<file path="src/rtl/orl_pkg.sv">
// Shared definitions for the ordered record list: command and status codes,
// cell operation codes and the structs passed between top level and cells.
// No dependencies.
`default_nettype none

package orl_pkg;

    localparam int LIST_DEPTH_DEF = 64;
    localparam int KEY_W          = 64;
    localparam int POS_W          = 7;
    localparam int CMD_W          = 3;
    localparam int STATUS_W       = 3;

    // commands
    localparam logic [CMD_W-1:0] CMD_INSERT     = 3'd0;
    localparam logic [CMD_W-1:0] CMD_DELETE     = 3'd1;
    localparam logic [CMD_W-1:0] CMD_FIND_NAME  = 3'd2;
    localparam logic [CMD_W-1:0] CMD_FIND_PHONE = 3'd3;
    localparam logic [CMD_W-1:0] CMD_READ       = 3'd4;

    // result status
    localparam logic [STATUS_W-1:0] ST_OK         = 3'd0;
    localparam logic [STATUS_W-1:0] ST_BAD_POS    = 3'd1;
    localparam logic [STATUS_W-1:0] ST_FULL       = 3'd2;
    localparam logic [STATUS_W-1:0] ST_NOT_FOUND  = 3'd3;
    localparam logic [STATUS_W-1:0] ST_EMPTY_NAME = 3'd4;

    // operation broadcast to every cell
    localparam logic [2:0] CELL_HOLD       = 3'd0;
    localparam logic [2:0] CELL_INSERT     = 3'd1;
    localparam logic [2:0] CELL_REMOVE     = 3'd2;
    localparam logic [2:0] CELL_FIND_NAME  = 3'd3;
    localparam logic [2:0] CELL_FIND_PHONE = 3'd4;
    localparam logic [2:0] CELL_FIND_POS   = 3'd5;

    typedef struct packed {
        logic [2:0]       op;
        logic [KEY_W-1:0] name_key;
        logic [KEY_W-1:0] phone_key;
    } t_bcast;

    // record travelling down the lookup chain towards cell 0
    typedef struct packed {
        logic             found;
        logic [POS_W-1:0] pos;
        logic [KEY_W-1:0] name;
        logic [KEY_W-1:0] phone;
    } t_carry;

endpackage

`default_nettype wire

</file>
<file path="src/rtl/orl_cell.sv">
// One record cell of the ordered record list: holds a name and a phone key,
// shifts with its neighbours and forwards the lookup chain. Uses orl_pkg.
`default_nettype none

module orl_cell #(
    parameter int IDX = 0,
    parameter int IW  = 6,
    parameter int CW  = 7
) (
    input  logic                            i_clk,
    input  orl_pkg::t_bcast                 i_bc,
    input  logic [IW-1:0]                   i_sel,
    input  logic [CW-1:0]                   i_count,
    input  logic [orl_pkg::KEY_W-1:0]       i_lower_name,
    input  logic [orl_pkg::KEY_W-1:0]       i_lower_phone,
    input  logic [orl_pkg::KEY_W-1:0]       i_upper_name,
    input  logic [orl_pkg::KEY_W-1:0]       i_upper_phone,
    input  orl_pkg::t_carry                 i_carry,
    output logic [orl_pkg::KEY_W-1:0]       o_name,
    output logic [orl_pkg::KEY_W-1:0]       o_phone,
    output orl_pkg::t_carry                 o_carry
);
    import orl_pkg::*;

    localparam logic [IW-1:0] IDX_V = IW'(IDX);
    localparam logic [CW-1:0] IDX_C = CW'(IDX);

    logic [KEY_W-1:0] r_name, n_name;
    logic [KEY_W-1:0] r_phone, n_phone;
    t_carry           r_carry, n_carry;
    logic             hit;
    logic             live;

    always_comb begin
        n_name  = r_name;
        n_phone = r_phone;
        hit     = 1'b0;
        live    = (IDX_C < i_count);
        unique case (i_bc.op)
            CELL_INSERT: begin
                if (IDX_V == i_sel) begin
                    n_name  = i_bc.name_key;
                    n_phone = i_bc.phone_key;
                end else if (IDX_V > i_sel) begin
                    n_name  = i_lower_name;
                    n_phone = i_lower_phone;
                end
            end
            CELL_REMOVE: begin
                if (IDX_V >= i_sel) begin
                    n_name  = i_upper_name;
                    n_phone = i_upper_phone;
                end
            end
            CELL_FIND_NAME:  hit = live && (r_name == i_bc.name_key);
            CELL_FIND_PHONE: hit = live && (r_phone == i_bc.phone_key);
            CELL_FIND_POS:   hit = (IDX_V == i_sel);
            default: ;
        endcase

        // take own record on a hit, otherwise pass the upper neighbour's on
        if (hit) begin
            n_carry.found = 1'b1;
            n_carry.pos   = POS_W'(IDX + 1);
            n_carry.name  = r_name;
            n_carry.phone = r_phone;
        end else begin
            n_carry = i_carry;
        end
    end

    always_ff @(posedge i_clk) begin
        r_name  <= n_name;
        r_phone <= n_phone;
        r_carry <= n_carry;
    end

    assign o_name  = r_name;
    assign o_phone = r_phone;
    assign o_carry = r_carry;

endmodule

`default_nettype wire

</file>
<file path="config.mk">
export PLATFORM = sky130hd
export DESIGN_NAME = orl_cell
export DESIGN_NICKNAME = d
export VERILOG_FILES = /design/src/rtl/orl_pkg.sv /design/src/rtl/orl_cell.sv
export SDC_FILE = /design/constraint.sdc
export NUM_CORES = 1
export LEC_CHECK = 0
export BUFFER_PORTS_ARGS = -buffer_cell sky130_fd_sc_hd__buf_2
export CAP_MARGIN = 20
export CORE_AREA = 2 2 308 310
export CTS_CLUSTER_DIAMETER = 100
export DETAILED_ROUTE_END_ITERATION = 10
export DIE_AREA = 0 0 310 312
export SETUP_SLACK_MARGIN = 0.2
export SLEW_MARGIN = 20
export SYNTH_ARGS = -nofsm -noshare
export SYNTH_HDL_FRONTEND = slang
export SYNTH_SLANG_ARGS = --single-unit
export TNS_END_PERCENT = 50
</file>
<file path="constraint.sdc">
create_clock -name i_clk -period 13.2 [get_ports i_clk]
set_clock_uncertainty 0.15 [all_clocks]
set_input_delay 0.66 -clock i_clk [delete_from_list [all_inputs] [get_ports i_clk]]
set_output_delay 0.66 -clock i_clk [all_outputs]
set_load 0.005 [all_outputs]
</file>
==> out/results.tsv, run 1 <==
metric	value	unit
outcome	completed	
cts_hold_buf	0	
io_pins	801	
rsz0062_at_grt	no	
r2r-end	o_carry[66]	
cts.path.max_buffers	3	
power.density	117	nW/um^2
syn_area	12300	um^2
cts_tree	yes	
leakage	0.00874	uW
drt_iter0_drc	596	
overflow	0	
crit_fanout	64	
htree_levels	2	
worst_pin_slew	0.981	ns
seqPwrFrac	0.401	
route.detailed.drc	0	
rows	112	
grt_first_pass_wirelength	104	mm
required	13.52	ns
clkSlewWorstSetupHoldPaths	0.06	ns
fillers	10353	
ant_nets	0	
final_nets	2376	
root_buffer	clkbuf_16	
synth-seq-cells	264	
wl	82.6	mm
fin_crit_sh	0.369	
regToRegStartpoint	o_name[17]	
p_comb_frac	0.106	
cp-end-kind	flip-flop	
hold_viol	0	
holdWs	0.125	ns
hp-class	in2reg	
clk_latency	0.59	ns
r2r_slack	8.33	ns
crit_type	reg2reg	
multi_input_area	5380	um^2
cp-start-kind	flip-flop	
syn_to_final_growth	55.8	%
post_cts_resized	0	
synth_top_area_cell	edfxtp_1	
grt_max_degree	133	
track_usage	0.163	
r2r_cells	7	
startpoint	o_name[17]	
grt_pass1_vias	11541	
cts_setup_buffers	0	
synth_area_per_cell	11.8	um^2
finalSetupTns	0	ns
finalSetupViolations	0	
place_congestion	0.805	
yosys.area.top_type_share	0.314	
regArea	6570	um^2
p_int	1660	uW
pwr-share-clk	0.493	
yosysSeqAreaShare	0.536	
numCtsBuffers	40	
maxCapViolations	0	
crit_end	o_carry[66]	
drt_first_pass_iters	7	
synth_area_leaders	edfxtp_1, dfxtp_1, mux2i_1	
arrival	5.19	ns
switchingPower	567	uW
wl_per_cell	26.3	um
vdd_drop_max	0.0715	mV
period_minus_slack	4.87	ns
ys_warn_count	0	
vias_per_cell	3.68	
die_width	310	um
coreArea	93000	um^2
die_h	312	um
cts_sinks	264	
netlist_instances	1035	
dieArea	96700	um^2
start_util	0.132	
max_clock_freq	205	MHz
antenna_found_initial	79	
port_buffers	800	
synthesis.nets	1572	
drive_gt1_frac	0.524	
dp_hpwl	70.6	mm
sw_frac_of_total	0.254	
via_count	11589	
yosysUniqueCellTypes	27	
slew_headroom	0.346	
finalMaxSlewViolations	0	
-- critical path, cell delays in order (launching register included) --
cell and delay, ns:
edfxtp_1 0.46, xnor2_1 0.71, nand4_1 0.50, nor4_1 0.55, nand4_1 0.21, o41ai_2 0.80, buf_4 0.89, mux2_2 0.42
-- cell usage after synthesis, drive strengths merged --
| cell type | number |
|---|---|
| a21oi | 1 |
| buf | 30 |
| clkbuf | 27 |
| dfxtp | 136 |
| edfxtp | 128 |
| inv | 6 |
| mux2 | 128 |
| mux2i | 128 |
| nand2 | 132 |
| nand3 | 2 |
| nand4 | 14 |
| nand4b | 1 |
| nor2 | 8 |
| nor2b | 1 |
| nor3 | 6 |
| nor3b | 2 |
| nor4 | 25 |
| o21ai | 128 |
| o41ai | 1 |
| or2 | 2 |
| xnor2 | 38 |
| xor2 | 91 |
-- per-stage QoR --
stage | setup slack [ns] | util | std cells | area, um^2 | total power, uW
2_1_floorplan | 2.00 | - | 1035 | 12300 | 985
3_5_place_dp | 7.70 | 0.190 | 3050 | 17700 | 1150
4_1_cts | 7.98 | 0.204 | 3124 | 19000 | 2290
5_1_grt | 8.11 | 0.205 | 3135 | 19100 | 2330
6_report | 8.33 | 0.205 | 3146 | 19100 | 2230
3_3_place_gp | 7.76 | 0.190 | 3050 | 17700 | 1150
-- flip-flops by register name, indices dropped and copies added, names as in the netlist --
name	cells
o_name	64
o_carry	136
o_phone	64
-- power groups by stage --
stage	logic, uW	clock network [uW]	registers [uW]
after floorplan	71.4	0	914
after global placement	239	0	911
after detailed placement	241	0	912
after CTS	243	1150	894
after global routing	258	1180	896
final	237	1100	894
-- worst min-delay path by stage --
stage            startpoint  slack (ns)  cells past startpoint            to
5_1_grt        i_carry[135]        0.09                      2  o_carry[135]
3_3_place_gp     o_name[38]        0.36                      1  o_carry[102]
4_1_cts        i_carry[123]        0.06                      2  o_carry[123]
6_report       i_carry[123]        0.13                      2  o_carry[123]
2_1_floorplan    o_name[37]        0.38                      1  o_carry[101]
3_5_place_dp     o_name[38]        0.38                      1  o_carry[102]
-- metal layers --
layer | vias up | global-route usage | share of wire
met5 | - | 0 | 0.0065
met4 | 86 | 0.0605 | 0.039
met3 | 194 | 0.0668 | 0.098
met2 | 611 | 0.281 | 0.48
met1 | 5365 | 0.179 | 0.37
li1 | 5333 | - | -
-- cells by family (layout without fill, tap and decap cells) --
| group | after synthesis | count (layout) | synth area share |
|---|---|---|---|
| buffers and inverters | 63 | 899 | 0.0272 |
| AND/OR/NAND/NOR | 193 | 193 | 0.0695 |
| XOR/XNOR | 129 | 129 | 0.0922 |
| flip-flops | 264 | 264 | 0.536 |
| AO/OA/AOI/OAI | 130 | 130 | 0.0534 |
| multiplexers | 256 | 256 | 0.222 |
| other | 0 | 21 | 0 |
-- layout by cell type (no fill, tap or decap), drive strengths merged, types with 3 or more instances in the layout --
cell,synthesis,layout
nand4,14,14
dfxtp,136,136
edfxtp,128,128
nand2,132,132
o21ai,128,128
inv,6,9
diode,0,21
clkbuf,27,54
clkinvlp,0,4
mux2i,128,128
nor4,25,25
buf,30,819
bufinv,0,3
xor2,91,91
nor3,6,6
nor2,8,8
xnor2,38,38
mux2,128,128
clkinv,0,10
-- cell type report --
type	count	share of cell area
sequential	264	0.344
multi-input combinational	708	0.282
timing repair buffer	819	0.219
tap	1254	0.0821
clock buffer	54	0.0590
clock inverter	20	0.0105
antenna	21	0.00275
inverter	6	0.00118
No activity file was read; power rests on OpenSTA's default activity.
==> run 2, diff against run 1 <==
- clock period: 13.2 -> 4.8 ns (I/O delays scaled with it)
==> out/results.tsv, run 2 (synthesized netlist as in run 1, its figures left out) <==
metric	value	unit	change
io_pins	801		unchanged
vias_per_cell	3.76		+2.0%
wl_per_cell	24.6	um	-6.4%
largest_reg_flops	136		unchanged
wl	86.9	mm	+5.1%
grtUsageMet2	0.300		+0.0192
grt_first_pass_wirelength	111	mm	+7.0%
holdWs	0.0645	ns	-0.0605 ns
grt_max_degree	193		+45%
ant_nets	0		unchanged
final_cell_mix	buf_2, dlygate4sd3_1, dfxtp_1, nand2_1		
clk_latency	0.59	ns	about the same
rsz0062_at_grt	no		
numCtsBuffers	40		unchanged
crit_fanout	68		+6.3%
vdd_drop_max	0.185	mV	+160%
dp_hpwl	70.4	mm	-0.27%
grt.busiest_layer	met2		
met3_usage	0.0419		-0.0249
r2r_cells	7		unchanged
start_util	0.132		unchanged
finalMaxSlewViolations	0		unchanged
met1_usage	0.197		+0.0179
pwr-share-clk	0.476		-0.017
worst_slack	1.08	ns	-7.25 ns
max_clock_freq	269	MHz	+31%
port_buffers	800		unchanged
clkSlewWorstSetupHoldPaths	0.06	ns	about the same
worst_pin_slew	0.921	ns	-0.0602 ns
period_minus_slack	3.72	ns	-1.15 ns
htree_levels	2		unchanged
coreArea	93000	um^2	unchanged
leakage	0.0104	uW	+19%
r2r-end	o_carry[74]		
finalSetupTns	0	ns	unchanged
grt_pass1_vias	13440		+16%
cp-start-kind	flip-flop		
fin_crit_sh	0.775		+0.406
cp-end-kind	flip-flop		
cts_sinks	264		unchanged
p_int	4860	uW	+190%
r2r_slack	1.08	ns	-7.25 ns
switchingPower	1690	uW	+200%
final_common_cell	buf_2		
cts.path.max_buffers	3		unchanged
holdPathStages	3		+1
die_h	312	um	unchanged
crit_type	reg2reg		
place_congestion	0.792		-1.6%
regToRegStartpoint	o_name[3]		
maxCapViolations	0		unchanged
via_count	13283		+15%
required	5.11	ns	-8.41 ns
rows	112		unchanged
postPlaceCellArea	17800	um^2	+0.44%
power.density	284	nW/um^2	+140%
sw_frac_of_total	0.258		+0.00426
final_nets	2756		+16%
finalSetupViolations	0		unchanged
slew_headroom	0.380		+0.0337
overflow	0		unchanged
cts_tree	yes		
route.detailed.drc	0		unchanged
dieArea	96700	um^2	unchanged
hold_end	o_name[4]		
outcome	completed		
syn_to_final_growth	87.9	%	
post_cts_resized	0		unchanged
drive_gt1_frac	0.439		-0.0851
track_usage	0.170		+0.00707
arrival	4.02	ns	-1.17 ns
drt_iter0_drc	643		+7.9%
hold_viol	0		unchanged
root_buffer	clkbuf_16		
design_area	23000	um^2	+21%
p_comb_frac	0.148		+0.042
pre_cts_ws	1.08	ns	-6.63 ns
die_width	310	um	unchanged
hp-class	in2reg		
antenna_found_initial	57		-28%
holdCritStartpoint	i_lower_name[4]		
drt_first_pass_iters	6		-1
seqPwrFrac	0.376		-0.025
==> run 2: worst max-delay path, cell delays in order (launching register included) <==
cell,delay (ns)
edfxtp_1,0.43
xnor2_1,0.65
nand4_1,0.35
nor4_1,0.26
nand4_1,0.26
o41ai_2,0.54
buf_12,0.43
mux2_2,0.40
==> run 2: cell type report <==
class	count	area, um^2
clock buffer	55	1190
antenna	30	75.1
sequential	264	6570
inverter	6	22.5
fill	10037	70000
tap	1254	1570
clock inverter	18	188
multi-input combinational	708	5410
timing repair buffer	1199	8020
==> run 2: metrics by stage <==
step,utilization,instances,power [uW]
6_report,0.248,3534,6550
3_5_place_dp,0.191,3050,3190
2_1_floorplan,-,1035,2710
3_3_place_gp,0.191,3049,3190
5_1_grt,0.247,3526,6830
4_1_cts,0.247,3504,6700
==> run 2: worst max path at each step <==
stage	startpoint	end	slack, ns	cells past startpoint
after floorplan	i_sel[2]	o_name[0]	0.19	5
after global routing	o_name[3]	o_carry[125]	1.00	7
final	o_name[3]	o_carry[74]	1.08	7
after CTS	o_phone[20]	o_carry[74]	1.07	9
after global placement	o_name[11]	o_carry[15]	1.02	6
after detailed placement	o_phone[20]	o_carry[29]	1.08	9
==> run 2: layer usage <==
layer | vias up | share of wire
met5 | - | 0.0028
met4 | 38 | 0.039
met3 | 153 | 0.067
met2 | 652 | 0.49
met1 | 6336 | 0.40
li1 | 6104 | -
==> run 2: power by group through the flow <==
stage	Clock, uW	Combinational [uW]	Sequential, uW
2_1_floorplan	0	198	2510
3_3_place_gp	0	677	2510
3_5_place_dp	0	679	2510
4_1_cts	3260	978	2460
5_1_grt	3320	1050	2470
6_report	3120	972	2460
==> run 2: what timing repair did <==
action | 4_1_cts | 5_1_grt
buffers inserted | 0 | 0
hold endpoints to repair | 263 | 0
hold buffers | 381 | 0
